--- src/sttc_pkg.sv ---
package sttc_pkg;

  localparam int LINE_MAX_DEFAULT = 4096;
  localparam int KEYWORD_MAX_LEN_DEFAULT = 12;
  localparam int KW_COUNT = 61;
  localparam int KW_TEXT_LEN = 11;
  localparam int QUEUE_DEPTH = 4;

  localparam logic [3:0] CLS_DEFAULT  = 4'd0;
  localparam logic [3:0] CLS_KEYWORD  = 4'd1;
  localparam logic [3:0] CLS_CCOMMENT = 4'd2;
  localparam logic [3:0] CLS_LCOMMENT = 4'd3;
  localparam logic [3:0] CLS_IDENT    = 4'd4;
  localparam logic [3:0] CLS_NUMBER   = 4'd5;
  localparam logic [3:0] CLS_CHAR     = 4'd6;
  localparam logic [3:0] CLS_STRING   = 4'd7;
  localparam logic [3:0] CLS_PREPROC  = 4'd8;

  localparam logic CMD_BYTE = 1'b0;
  localparam logic CMD_EOL  = 1'b1;

  typedef struct packed {
    logic       cmd;
    logic [7:0] ch;
    logic       line_has_include;
  } item_t;

  typedef struct packed {
    logic [11:0] span_start;
    logic [3:0]  span_length;
    logic        to_end_of_line;
    logic [3:0]  token_class;
    logic        last;
  } result_t;

  typedef struct packed {
    logic    two;
    result_t first;
    result_t second;
  } bundle_t;

  typedef struct packed {
    logic [3:0]              len;
    logic [8*KW_TEXT_LEN-1:0] text;
  } kw_entry_t;

  function automatic kw_entry_t kw_rom(input int k);
    kw_entry_t e;
    e = '0;
    case (k)
      0:  e = '{4'd1, "@"};
      1:  e = '{4'd8, "@foreign"};
      2:  e = '{4'd7, "@global"};
      3:  e = '{4'd5, "@hook"};
      4:  e = '{4'd6, "@ptask"};
      5:  e = '{4'd7, "@remote"};
      6:  e = '{4'd7, "@return"};
      7:  e = '{4'd5, "@task"};
      8:  e = '{4'd5, "@test"};
      9:  e = '{4'd6, "@timer"};
      10: e = '{4'd1, "_"};
      11: e = '{4'd11, "__addressof"};
      12: e = '{4'd6, "__emit"};
      13: e = '{4'd8, "__nameof"};
      14: e = '{4'd8, "__pragma"};
      15: e = '{4'd6, "assert"};
      16: e = '{4'd5, "break"};
      17: e = '{4'd4, "case"};
      18: e = '{4'd4, "char"};
      19: e = '{4'd5, "const"};
      20: e = '{4'd8, "continue"};
      21: e = '{4'd4, "decl"};
      22: e = '{4'd7, "default"};
      23: e = '{4'd5, "defer"};
      24: e = '{4'd7, "defined"};
      25: e = '{4'd2, "do"};
      26: e = '{4'd4, "else"};
      27: e = '{4'd4, "enum"};
      28: e = '{4'd4, "exit"};
      29: e = '{4'd5, "false"};
      30: e = '{4'd5, "final"};
      31: e = '{4'd3, "for"};
      32: e = '{4'd7, "foreach"};
      33: e = '{4'd7, "foreign"};
      34: e = '{4'd7, "forward"};
      35: e = '{4'd6, "global"};
      36: e = '{4'd4, "goto"};
      37: e = '{4'd2, "if"};
      38: e = '{4'd6, "inline"};
      39: e = '{4'd4, "hook"};
      40: e = '{4'd6, "native"};
      41: e = '{4'd3, "new"};
      42: e = '{4'd8, "operator"};
      43: e = '{4'd5, "ptask"};
      44: e = '{4'd6, "public"};
      45: e = '{4'd6, "repeat"};
      46: e = '{4'd6, "return"};
      47: e = '{4'd6, "sizeof"};
      48: e = '{4'd5, "sleep"};
      49: e = '{4'd5, "state"};
      50: e = '{4'd6, "static"};
      51: e = '{4'd5, "stock"};
      52: e = '{4'd4, "stop"};
      53: e = '{4'd6, "switch"};
      54: e = '{4'd5, "tagof"};
      55: e = '{4'd4, "task"};
      56: e = '{4'd5, "timer"};
      57: e = '{4'd4, "true"};
      58: e = '{4'd5, "using"};
      59: e = '{4'd5, "while"};
      60: e = '{4'd5, "yield"};
      default: e = '0;
    endcase
    return e;
  endfunction

endpackage

--- src/sttc_front.sv ---
module sttc_front #(
  parameter int LINE_MAX = sttc_pkg::LINE_MAX_DEFAULT,
  parameter int KEYWORD_MAX_LEN = sttc_pkg::KEYWORD_MAX_LEN_DEFAULT
) (
  input  logic              clk,
  input  logic              rst,
  input  logic              push,
  input  sttc_pkg::item_t   item,
  output logic              full,
  input  logic              q_full,
  output logic              q_push,
  output sttc_pkg::bundle_t q_data
);

  localparam int CW = $clog2(LINE_MAX);
  localparam int LW = $clog2(KEYWORD_MAX_LEN + 1);
  localparam int IW = $clog2(KEYWORD_MAX_LEN);
  localparam int DW = ((CW > LW) ? CW : LW) + 1;
  localparam logic [CW-1:0] COL_LAST = CW'(LINE_MAX - 1);

  typedef enum logic [9:0] {
    M_UNKNOWN = 10'b0000000001,
    M_CBEGIN  = 10'b0000000010,
    M_COMMENT = 10'b0000000100,
    M_CEND    = 10'b0000001000,
    M_IDENT   = 10'b0000010000,
    M_NUMBER  = 10'b0000100000,
    M_CHAR    = 10'b0001000000,
    M_STRING  = 10'b0010000000,
    M_PREPROC = 10'b0100000000,
    M_PPNEXT  = 10'b1000000000
  } mode_t;

  typedef struct packed {
    mode_t      mode;
    logic       hit;
    logic       eol;
    logic [3:0] cls;
    logic       skip;
  } neutral_t;

  function automatic logic is_digit(input logic [7:0] c);
    return c >= "0" && c <= "9";
  endfunction

  function automatic logic is_letter(input logic [7:0] c);
    return (c >= "A" && c <= "Z") || (c >= "a" && c <= "z") || c == 8'hAA || c == 8'hB5 ||
           c == 8'hBA || (c >= 8'hC0 && c != 8'hD7 && c != 8'hF7);
  endfunction

  function automatic logic is_ident_first(input logic [7:0] c);
    return is_letter(c) || c == "_" || c == "@";
  endfunction

  function automatic logic is_ident(input logic [7:0] c);
    return is_ident_first(c) || is_digit(c);
  endfunction

  function automatic logic is_hex(input logic [7:0] c);
    return is_digit(c) || (c >= "a" && c <= "f") || (c >= "A" && c <= "F") || c == "x";
  endfunction

  function automatic logic is_space(input logic [7:0] c);
    return (c >= 8'd9 && c <= 8'd13) || c == 8'd32 || c == 8'h85 || c == 8'hA0;
  endfunction

  function automatic neutral_t neutral(input logic [7:0] c, input logic inc);
    neutral_t r;
    r = '{M_UNKNOWN, 1'b0, 1'b0, sttc_pkg::CLS_DEFAULT, 1'b0};
    if (c == "'") begin
      r = '{M_CHAR, 1'b1, 1'b0, sttc_pkg::CLS_CHAR, 1'b0};
    end else if (is_ident_first(c)) begin
      r = '{M_IDENT, 1'b1, 1'b0, sttc_pkg::CLS_IDENT, 1'b0};
    end else if (is_digit(c)) begin
      r = '{M_NUMBER, 1'b1, 1'b0, sttc_pkg::CLS_NUMBER, 1'b0};
    end else if (c == "/") begin
      r.mode = M_CBEGIN;
    end else if (c == "\"") begin
      r = '{M_STRING, 1'b1, 1'b0, sttc_pkg::CLS_STRING, 1'b0};
    end else if (c == "#") begin
      r = '{M_PREPROC, 1'b1, 1'b0, sttc_pkg::CLS_PREPROC, 1'b0};
    end else if (c == "<" && inc) begin
      r = '{M_UNKNOWN, 1'b1, 1'b1, sttc_pkg::CLS_STRING, 1'b1};
    end
    return r;
  endfunction

  mode_t mode, mode_next;
  logic [CW-1:0] col, col_next;
  logic skip, skip_next;
  logic [LW-1:0] rlen, rlen_next;
  logic rlong, rlong_next;
  logic [7:0] run [KEYWORD_MAX_LEN];

  logic kw_match;
  logic kw_hit;
  logic m_hit;
  logic [CW-1:0] m_start;
  logic [1:0] m_len;
  logic m_eol;
  logic [3:0] m_cls;
  logic [CW-1:0] col_m1;
  logic [DW-1:0] kw_diff;
  logic [CW-1:0] kw_start;
  logic accept;
  neutral_t nb;
  sttc_pkg::result_t kw_res, m_res;

  assign full = q_full;
  assign accept = push && !q_full;
  assign col_m1 = (col == '0) ? '0 : col - CW'(1);

  // keyword rom compare against the run before this item
  always_comb begin
    logic eq;
    sttc_pkg::kw_entry_t e;
    int idx;
    kw_match = 1'b0;
    for (int k = 0; k < sttc_pkg::KW_COUNT; k++) begin
      e = sttc_pkg::kw_rom(k);
      eq = (int'(rlen) == int'(e.len));
      for (int i = 0; i < sttc_pkg::KW_TEXT_LEN; i++) begin
        idx = (i < int'(e.len)) ? (int'(e.len) - 1 - i) : 0;
        if (i < int'(e.len) && run[i] != e.text[8*idx +: 8]) begin
          eq = 1'b0;
        end
      end
      if (eq && !rlong && rlen != '0) begin
        kw_match = 1'b1;
      end
    end
  end

  assign kw_diff = DW'(col) - DW'(rlen);
  assign kw_start = (DW'(rlen) > DW'(col)) ? '0 : kw_diff[CW-1:0];

  always_comb begin
    mode_next = mode;
    skip_next = skip;
    col_next = col;
    rlen_next = rlen;
    rlong_next = rlong;
    kw_hit = 1'b0;
    m_hit = 1'b0;
    m_start = col;
    m_len = 2'd1;
    m_eol = 1'b0;
    m_cls = sttc_pkg::CLS_DEFAULT;
    nb = neutral(item.ch, item.line_has_include);
    if (item.cmd == sttc_pkg::CMD_EOL) begin
      kw_hit = (mode == M_IDENT) && kw_match;
      case (mode)
        M_COMMENT, M_CEND, M_STRING: mode_next = mode;
        M_PPNEXT: mode_next = M_PREPROC;
        default: mode_next = M_UNKNOWN;
      endcase
      col_next = '0;
      skip_next = 1'b0;
      rlen_next = '0;
      rlong_next = 1'b0;
    end else begin
      if (!skip) begin
        case (mode)
          M_COMMENT: begin
            if (item.ch == "*") mode_next = M_CEND;
            m_hit = 1'b1;
            m_cls = sttc_pkg::CLS_CCOMMENT;
          end
          M_CBEGIN: begin
            if (item.ch == "/") begin
              m_hit = 1'b1;
              m_start = col_m1;
              m_len = 2'd0;
              m_eol = 1'b1;
              m_cls = sttc_pkg::CLS_LCOMMENT;
              skip_next = 1'b1;
            end else if (item.ch == "*") begin
              m_hit = 1'b1;
              m_start = col_m1;
              m_len = 2'd2;
              m_cls = sttc_pkg::CLS_CCOMMENT;
              mode_next = M_COMMENT;
            end else begin
              mode_next = M_UNKNOWN;
            end
          end
          M_CEND: begin
            m_hit = 1'b1;
            m_cls = sttc_pkg::CLS_CCOMMENT;
            mode_next = (item.ch == "/") ? M_UNKNOWN : (item.ch == "*") ? M_CEND : M_COMMENT;
          end
          M_IDENT: begin
            if (is_ident(item.ch)) begin
              m_hit = 1'b1;
              m_cls = sttc_pkg::CLS_IDENT;
            end else begin
              kw_hit = kw_match;
              mode_next = nb.mode;
              m_hit = nb.hit;
              m_len = nb.eol ? 2'd0 : 2'd1;
              m_eol = nb.eol;
              m_cls = nb.cls;
              if (nb.skip) skip_next = 1'b1;
            end
          end
          M_NUMBER: begin
            if (is_hex(item.ch) || item.ch == "." || item.ch == "_") begin
              m_hit = 1'b1;
              m_cls = sttc_pkg::CLS_NUMBER;
            end else begin
              mode_next = nb.mode;
              m_hit = nb.hit;
              m_len = nb.eol ? 2'd0 : 2'd1;
              m_eol = nb.eol;
              m_cls = nb.cls;
              if (nb.skip) skip_next = 1'b1;
            end
          end
          M_CHAR: begin
            m_hit = 1'b1;
            m_cls = sttc_pkg::CLS_CHAR;
            if (item.ch == "'") mode_next = M_UNKNOWN;
          end
          M_STRING: begin
            m_hit = 1'b1;
            m_cls = sttc_pkg::CLS_STRING;
            if (item.ch == "\"") mode_next = M_UNKNOWN;
          end
          M_PREPROC: begin
            if (item.ch == "\\") begin
              mode_next = M_PPNEXT;
              skip_next = 1'b1;
            end else if (is_space(item.ch)) begin
              mode_next = M_UNKNOWN;
            end else begin
              m_hit = 1'b1;
              m_cls = sttc_pkg::CLS_PREPROC;
            end
          end
          M_PPNEXT: mode_next = mode;
          default: begin
            mode_next = nb.mode;
            m_hit = nb.hit;
            m_len = nb.eol ? 2'd0 : 2'd1;
            m_eol = nb.eol;
            m_cls = nb.cls;
            if (nb.skip) skip_next = 1'b1;
          end
        endcase
      end
      if (is_ident(item.ch)) begin
        if (int'(rlen) < KEYWORD_MAX_LEN) begin
          rlen_next = rlen + LW'(1);
        end else begin
          rlong_next = 1'b1;
        end
      end else begin
        rlen_next = '0;
        rlong_next = 1'b0;
      end
      if (col < COL_LAST) col_next = col + CW'(1);
    end
  end

  always_comb begin
    kw_res = '{12'(kw_start), 4'(rlen), 1'b0, sttc_pkg::CLS_KEYWORD, !m_hit};
    m_res = '{12'(m_start), 4'(m_len), m_eol, m_cls, 1'b1};
    q_push = accept && (kw_hit || m_hit);
    q_data.two = kw_hit && m_hit;
    q_data.first = kw_hit ? kw_res : m_res;
    q_data.second = m_res;
  end

  always_ff @(posedge clk) begin
    if (rst) begin
      mode <= M_UNKNOWN;
      col <= '0;
      skip <= 1'b0;
      rlen <= '0;
      rlong <= 1'b0;
    end else if (accept) begin
      mode <= mode_next;
      col <= col_next;
      skip <= skip_next;
      rlen <= rlen_next;
      rlong <= rlong_next;
    end
  end

  always_ff @(posedge clk) begin
    if (accept && item.cmd == sttc_pkg::CMD_BYTE && is_ident(item.ch) &&
        int'(rlen) < KEYWORD_MAX_LEN) begin
      run[rlen[IW-1:0]] <= item.ch;
    end
  end

endmodule

--- src/sttc_queue.sv ---
module sttc_queue (
  input  logic              clk,
  input  logic              rst,
  input  logic              wr,
  input  sttc_pkg::bundle_t wr_data,
  output logic              q_full,
  input  logic              rd,
  output logic              q_empty,
  output sttc_pkg::bundle_t rd_data
);

  localparam int PW = $clog2(sttc_pkg::QUEUE_DEPTH);
  localparam int NW = $clog2(sttc_pkg::QUEUE_DEPTH + 1);

  sttc_pkg::bundle_t entries [sttc_pkg::QUEUE_DEPTH];
  logic [PW-1:0] wp, rp;
  logic [NW-1:0] count;
  logic do_wr, do_rd;

  assign q_full = (int'(count) == sttc_pkg::QUEUE_DEPTH);
  assign q_empty = (count == '0);
  assign do_wr = wr && !q_full;
  assign do_rd = rd && !q_empty;
  assign rd_data = entries[rp];

  always_ff @(posedge clk) begin
    if (do_wr) entries[wp] <= wr_data;
  end

  always_ff @(posedge clk) begin
    if (rst) begin
      wp <= '0;
      rp <= '0;
      count <= '0;
    end else begin
      if (do_wr) wp <= PW'((int'(wp) + 1) % sttc_pkg::QUEUE_DEPTH);
      if (do_rd) rp <= PW'((int'(rp) + 1) % sttc_pkg::QUEUE_DEPTH);
      if (do_wr && !do_rd) begin
        count <= count + NW'(1);
      end else if (do_rd && !do_wr) begin
        count <= count - NW'(1);
      end
    end
  end

endmodule

--- src/sttc_back.sv ---
module sttc_back (
  input  logic              clk,
  input  logic              rst,
  input  logic              q_empty,
  input  sttc_pkg::bundle_t head,
  output logic              q_pop,
  output logic              empty,
  input  logic              pop,
  output sttc_pkg::result_t result
);

  logic out_valid;
  logic sub;
  logic load;
  sttc_pkg::result_t out_reg;

  assign load = (!out_valid || pop) && !q_empty;
  assign q_pop = load && (sub || !head.two);
  assign empty = !out_valid;
  assign result = out_reg;

  always_ff @(posedge clk) begin
    if (load) out_reg <= sub ? head.second : head.first;
  end

  always_ff @(posedge clk) begin
    if (rst) begin
      out_valid <= 1'b0;
      sub <= 1'b0;
    end else begin
      if (load) begin
        out_valid <= 1'b1;
        sub <= !(sub || !head.two);
      end else if (pop) begin
        out_valid <= 1'b0;
      end
    end
  end

endmodule

--- src/source_text_token_classifier_unit.sv ---
// path: an accepted item's results go through the queue into the output register
// throughput: one item per cycle while full is low; one result out per cycle
//   while pop is held, so two-result items are absorbed by a four-entry queue
// reset: rst is synchronous, active high; clears lexer mode, column, run state
//   and empties the queue and output register
module source_text_token_classifier_unit #(
  parameter int LINE_MAX = sttc_pkg::LINE_MAX_DEFAULT,
  parameter int KEYWORD_MAX_LEN = sttc_pkg::KEYWORD_MAX_LEN_DEFAULT
) (
  input  logic              clk,
  input  logic              rst,
  input  logic              push,
  output logic              full,
  input  sttc_pkg::item_t   item,
  output logic              empty,
  input  logic              pop,
  output sttc_pkg::result_t result
);

  logic q_full, q_empty, q_push, q_pop;
  sttc_pkg::bundle_t q_data, head;

  sttc_front #(
    .LINE_MAX(LINE_MAX),
    .KEYWORD_MAX_LEN(KEYWORD_MAX_LEN)
  ) u_front (
    .clk(clk),
    .rst(rst),
    .push(push),
    .item(item),
    .full(full),
    .q_full(q_full),
    .q_push(q_push),
    .q_data(q_data)
  );

  sttc_queue u_queue (
    .clk(clk),
    .rst(rst),
    .wr(q_push),
    .wr_data(q_data),
    .q_full(q_full),
    .rd(q_pop),
    .q_empty(q_empty),
    .rd_data(head)
  );

  sttc_back u_back (
    .clk(clk),
    .rst(rst),
    .q_empty(q_empty),
    .head(head),
    .q_pop(q_pop),
    .empty(empty),
    .pop(pop),
    .result(result)
  );

endmodule

--- config.mk ---
export PLATFORM = sky130hd
export DESIGN_NAME = source_text_token_classifier_unit
export DESIGN_NICKNAME = d
export VERILOG_FILES = /design/src/sttc_pkg.sv /design/src/sttc_front.sv /design/src/sttc_queue.sv /design/src/sttc_back.sv /design/src/source_text_token_classifier_unit.sv
export SDC_FILE = /design/constraint.sdc
export NUM_CORES = 1
export LEC_CHECK = 0
export BUFFER_PORTS_ARGS = -buffer_cell sky130_fd_sc_hd__buf_2
export CORE_MARGIN = 2
export CORE_UTILIZATION = 24
export CTS_CLUSTER_SIZE = 8
export DETAILED_ROUTE_END_ITERATION = 10
export PLACE_DENSITY = 0.38
export SLEW_MARGIN = 20
export SYNTH_ARGS = -nofsm -noshare
export SYNTH_HDL_FRONTEND = slang
export SYNTH_SLANG_ARGS = --single-unit
--- constraint.sdc ---
create_clock -name clk -period 4 [get_ports clk]
set_clock_uncertainty 0.1 [all_clocks]
set_input_delay 0.8 -clock clk [delete_from_list [all_inputs] [get_ports clk]]
set_output_delay 0.8 -clock clk [all_outputs]
set_load 0.02 [all_outputs]
After elaboration in Yosys (flattened, before gate mapping)
Memory sizes are Yosys's and may differ from the RTL's. A register that Yosys moved wholly into a read port is not among the register bits.
Index checks and enable logic that the tools add are counted.
Word-level totals
  bits in registers: 59
  latch bits: 0
  memory bits (writable): 264
  bits in read-only memories: 0
  memories kept: 2
Memory list
  u_queue.entries: depth 4, bits a word 42, read ports 1, clocked after memory_dff 1, write ports 1, line sttc_queue.sv:15  | sttc_pkg::bundle_t entries [sttc_pkg::QUEUE_DEPTH];
  u_front.run: depth 12, bits a word 8, read ports 11, clocked after memory_dff 0, write ports 1, line sttc_front.sv:93  | logic [7:0] run [KEYWORD_MAX_LEN];
Operators by class
  add/subtract/negate cells: 8
  $mul: 0
  div/mod/pow operators: 0
  $lt $le $gt $ge: 14
  eq/ne operators: 172
  shift-type cells: 0
  mux-type cells: 447
  bitwise logic cells: 1
  reductions and logical operators: 187
Operators with widths (number)
  $ne 8x7->1 const B: 122
  $mux 1: 389
  $logic_and 1x1->1: 144
  $mux 10: 11
  $mux 12: 9
  $pmux 10 s9: 1
  $mux 17: 5
  $eq 8x6->1 const B: 8
  $mux 22: 2
  $mux 4: 11
  $eq 8x8->1 const B: 5
  $eq 8x7->1 const B: 4
  $le 8x7->1 const B: 4
  $pmux 4 s8: 1
  $eq 4x4->1 const B: 6
  $pmux 10 s2: 1
  $logic_or 1x1->1: 19
  $ge 8x7->1 const B: 2
  $mux 2: 8
  $ne 8x8->1 const B: 2
  $ne 3x3->1 const B: 5
  $mux 7: 2
  $add 12x1->12 const B: 1
  $gt 4x12->1: 1
  other kinds (46): 66

Longest topological paths before layout
An unclocked memory read counts as a cell.
  word-level depth: 83
  gate-level depth with buffers: 18
  depth with buffers taken out: 17

By module
A second synthesis with hierarchy kept.
Second synthesis, totals
  cells, all modules: 1541
  area total of the unflattened synthesis: 18205.0 µm²
By module, submodules not included
  sttc_front: instances 1, cells each 1199, area an instance 10070.9 µm², seq. area each 3203.1 µm²
  sttc_queue: instances 1, cells each 283, area an instance 7006.7 µm², seq. area each 5585.4 µm²
  sttc_back: instances 1, cells each 59, area an instance 1127.3 µm², seq. area each 700.7 µm²

Worst setup path after synthesis
Ideal clock, no wire load.
  path kind: reg2reg
  start: register u_front.rlen[0]
  end: memory u_queue.entries[0][0] in the netlist's numbering, enable pin
  data arrival time: 3.793 ns
  path slack: -0.297 ns
  cell stages (with the launch flop): 13
  period minus slack after synthesis: 4.297 ns
  path through: dfxtp_1 inv_1 ha_1 nor3b_2 buf_2 nor4_1 nand3_1 o32a_1 o22ai_1 a2111oi_2 a41oi_4 or2_1 and3_1
Between the ends
  word-level cells in the longest chain between the ends: 80
  elaborated cells on any way between the ends: 496
Ends and longest elaborated chain
  start: declaration: line sttc_front.sv:91  | logic [LW-1:0] rlen, rlen_next;
  start signal: assignment: line sttc_front.sv:285  | rlen <= rlen_next;
  $eq 4x4->1: line sttc_front.sv:121  | eq = (int'(rlen) == int'(e.len));
  $mux 1 (8 in a row): line sttc_front.sv:124  | if (i < int'(e.len) && run[i] != e.text[8*idx +: 8]) begin
  $logic_and 1x1->1 (2 in a row): line sttc_front.sv:128  | if (eq && !rlong && rlen != '0) begin
  $mux 1 (59 in a row): line sttc_front.sv:128
  $mux 1 (*): line sttc_front.sv:128
  $mux 1: line sttc_front.sv:193  | if (is_ident(item.ch)) begin
  $mux 1: line sttc_front.sv:163  | case (mode)
  $mux 1: line sttc_front.sv:162  | if (!skip) begin
  $mux 1 (*): line sttc_front.sv:150  | if (item.cmd == sttc_pkg::CMD_EOL) begin
  $logic_or 1x1->1 (*): line sttc_front.sv:268  | q_push = accept && (kw_hit || m_hit);
  $logic_and 1x1->1 (*): line sttc_front.sv:268
  $logic_and 1x1->1 (*): line sttc_queue.sv:22  | assign do_wr = wr && !q_full;
  $mux 1 (*): line sttc_queue.sv:27  | if (do_wr) entries[wp] <= wr_data;
  $mux 1 (not written as such) (*): line sttc_queue.sv:27
  end: declaration: line sttc_queue.sv:15
Mark *: on every way between the ends. The rest lies on a longest branch, timed or not.

==> impl_metrics.env <==
export IMPL_arrival_ns=4.62
export IMPL_violations="setup timing"
export IMPL_holdBufCountCts=0
export IMPL_finalPower_mw=9.342
export IMPL_fin_ws_ns=-0.1955
export IMPL_rsz0062_at_grt="true"
export IMPL_avgSynthCellArea_sq_um=11.14
export IMPL_ios=38
export IMPL_portBuffers=37
export IMPL_cp_slowest_cell="or4_4"
export IMPL_die_w_microns=271.2
export IMPL_status="finished with violations"
export IMPL_cts_tree="done"
export IMPL_cts_buffers=46
export IMPL_viasPerCell=5.046
export IMPL_yosys_cell_count_top_type="edfxtp_1"
export IMPL_grt_ovfl_total=0
export IMPL_finalSetupTns_ns=-0.4283
export IMPL_ys_warn_count=0
export IMPL_antenna_found_initial=1
export IMPL_period_share_pct=104.9
export IMPL_design_die_area_sq_um=73520
export IMPL_netlist_top_cells_area="edfxtp_1 (49%), mux4_2 (5.5%), dfxtp_1 (4.6%), nand2_1 (3.3%), nor2_1 (2.9%)"
export IMPL_yosysSeqAreaShare_pct=53.29
export IMPL_required_ns=4.42
export IMPL_clockBufferDepth=3
export IMPL_first_iter_violations=1140
export IMPL_fin_nets=2082
export IMPL_period_needed_ns=4.196
export IMPL_grt_pass1_wl_microns=107200
export IMPL_cp_endpoint="u_queue.count[2]$_SDFFE_PP0P_"
export IMPL_ys_seq_elements=317
export IMPL_crit_type="flip-flop to flip-flop"
export IMPL_ys_top_cells_by_count="edfxtp_1 (278), nand2_1 (150), nor2_1 (134)"
export IMPL_synth_flop_cell="edfxtp_1"
export IMPL_final_hold_viol_count=0
export IMPL_finalWirelength_microns=74320
export IMPL_grt_start_max_net_pins=42
export IMPL_r2r_slack_ns=-0.20
export IMPL_place_hpwl_microns=58370
export IMPL_setup_viol=16
export IMPL_max_freq_mhz=238.4
export IMPL_drtPass1Iterations=5
export IMPL_yosysTopAreaCellShare_pct=48.74
export IMPL_area_growth_pct=40.20
export IMPL_ant_nets=0
export IMPL_syn_num_nets=1570
export IMPL_cp_start_kind="flip-flop"
export IMPL_worstSetupStartpoint="u_front.run[0][7]$_DFFE_PP_"
export IMPL_r2r_start="u_front.run[0][7]$_DFFE_PP_"
export IMPL_clockRootBuffer="clkbuf_16"
export IMPL_clk_pin_slew_ns=0.05
export IMPL_cp_cell_sequence="buf_6 -> nand4b_1 -> or4_4 -> or4b_4 -> o211ai_1 -> nor4_2 -> and4b_4 -> a41oi_4 -> o21ai_2 -> inv_1 -> ha_2 -> inv_2 -> fa_2 -> xor2_1 -> or3_1 -> a21oi_2"
export IMPL_placement_rows=97
export IMPL_max_cap_violations=0
export IMPL_final_util_pct=34.11
export IMPL_core_sq_um=70390
export IMPL_end_kind="flip-flop"
export IMPL_synth_async_reset_ratio_pct=0
export IMPL_wire_per_inst_microns=24.59
export IMPL_worstSkewPairLatency_ns=0.59
export IMPL_drc=0
export IMPL_tightest_slew_ns=0.8756
export IMPL_die_h_microns=271.2
export IMPL_clkSinkCount=317
export IMPL_num_vias=15250
export IMPL_grt_pass1_vias=15190
export IMPL_drv_slew=0
export IMPL_maxSlewHeadroom_pct=41.62
export IMPL_cp_slowest_stage_delay_ns=0.61
export IMPL_synth_edf_count=278
export IMPL_syn_instance_count=1538
export IMPL_hp_class="flip-flop to flip-flop"
export IMPL_initial_core_util_pct=24.33
export IMPL_leakage_nw=8.674
export IMPL_place_gp_congestion=0.9640
export IMPL_r2r_cells=16
export IMPL_track_usage_pct=19.86
export IMPL_synth_distinct_cells=93
export IMPL_synth_top_cell_by_area="edfxtp_1"
export IMPL_r2r_end="u_queue.count[2]$_SDFFE_PP0P_"
export IMPL_synth_cell_area_sq_um=17130
export IMPL_power_density_nw_per_um2=389.0
export IMPL_pre_cts_ws_ns=-0.3872
export IMPL_htreeDepth=2
export IMPL_ir_drop_mv=0.2679
export IMPL_path_max_fanout=5
export IMPL_drive_gt1_share_pct=35.66
==> cells in the final DEF, fill, tap and decap left out, types with 35 or more instances in the layout <==
master,netlist,layout
nor2_1,134,133
clkbuf_16,0,51
a21oi_1,55,51
buf_4,4,493
nor3_1,63,61
nand4_1,56,56
nor4_1,73,62
dfxtp_1,39,35
buf_2,16,37
mux4_2,42,42
edfxtp_1,278,278
o21ai_0,36,36
nand2_1,150,150
nand3_1,44,43
==> metal layers <==
| layer | routed length [microns] | global-route usage (%) |
|---|---|---|
| met5 | 0 | 0 |
| met1 | 35400 | 28.39 |
| met2 | 33340 | 30.99 |
| met4 | 2161 | 6.073 |
| met3 | 3431 | 2.946 |
==> flip-flops by register name, summed over array words and instances, names as in the netlist, named ones only <==
register / count
u_back.out_valid: 1
u_front.mode: 10
u_front.rlong: 1
u_queue.rp: 2
u_queue.wp: 2
u_queue.entries: 168
u_back.result: 22
u_back.sub: 1
u_queue.count: 3
u_front.rlen: 4
u_front.run: 88
u_front.skip: 1
u_front.col: 12
==> how the worst min path moves through the flow <==
| stage | startpoint | depth (start not counted) | end |
|---|---|---|---|
| after floorplan | u_front.skip$_SDFFE_PP0P_ | 2 | u_front.skip$_SDFFE_PP0P_ |
| after global placement | u_queue.count[2]$_SDFFE_PP0P_ | 2 | u_queue.count[2]$_SDFFE_PP0P_ |
| after detailed placement | u_queue.count[2]$_SDFFE_PP0P_ | 2 | u_queue.count[2]$_SDFFE_PP0P_ |
| after CTS | u_front.skip$_SDFFE_PP0P_ | 2 | u_front.skip$_SDFFE_PP0P_ |
| after global routing | u_front.skip$_SDFFE_PP0P_ | 2 | u_front.skip$_SDFFE_PP0P_ |
| final | u_front.skip$_SDFFE_PP0P_ | 2 | u_front.skip$_SDFFE_PP0P_ |
==> per-stage QoR <==
| step | hold WS [ns] | area (sq um) | instances |
|---|---|---|---|
| 6_report | 0.4107 | 24010 | 3023 |
| 5_1_grt | 0.4294 | 24010 | 3021 |
| 4_1_cts | 0.4123 | 23570 | 3007 |
| 3_5_place_dp | 0.4008 | 22130 | 2925 |
| 3_3_place_gp | 0.3919 | 22130 | 2925 |
| 2_1_floorplan | 0.3446 | 17160 | 1538 |
==> layout make-up <==
| type | count | area [sq um] |
|---|---|---|
| fill | 7201 | 46380 |
| sequential | 317 | 9136 |
| multi-input combinational | 1098 | 7797 |
| timing repair buffer | 558 | 4414 |
| clock buffer | 75 | 1291 |
| tap | 940 | 1176 |
| inverter | 29 | 108.9 |
| clock inverter | 4 | 85.08 |
| antenna | 2 | 5.005 |
==> power breakdown <==
part	leakage, nW	switching (mW)	internal, mW
Combinational	5.06	1.05	0.681
Sequential	2.96	0.0844	3.88
Clock	0.655	1.44	2.21
Total	8.67	2.57	6.77
==> timing repair <==
| item | CTS | global route |
|---|---|---|
| setup buffers | 3 | 10 |
| pin swaps | 10 | 10 |
| resized for setup | 11 | 43 |
| cloned | 0 | 6 |
| setup endpoints to repair | 195 | 232 |
==> worst max-delay path, delay by kind of cell, from the launching register on <==
| family | cells | cell delay (ns) |
|---|---|---|
| flops | 1 | 0.39 |
| xor+xnor | 1 | 0.17 |
| compound gates | 4 | 0.68 |
| fa+ha+maj | 2 | 0.51 |
| simple gates | 6 | 2.05 |
| buf+inv | 3 | 0.24 |
==> kinds of logic (layout without fill, tap and decap cells) <==
kind of cell | Yosys count | count (layout) | share of synthesized area (%)
xor+xnor | 22 | 22 | 1.125
mux | 52 | 52 | 6.114
other cells | 0 | 2 | 0
flops | 317 | 317 | 53.29
simple gates | 808 | 808 | 27.17
buf+inv | 123 | 666 | 2.951
fa+ha+maj | 18 | 18 | 1.402
compound gates | 198 | 198 | 7.948
(Power assumes the default switching activity.)
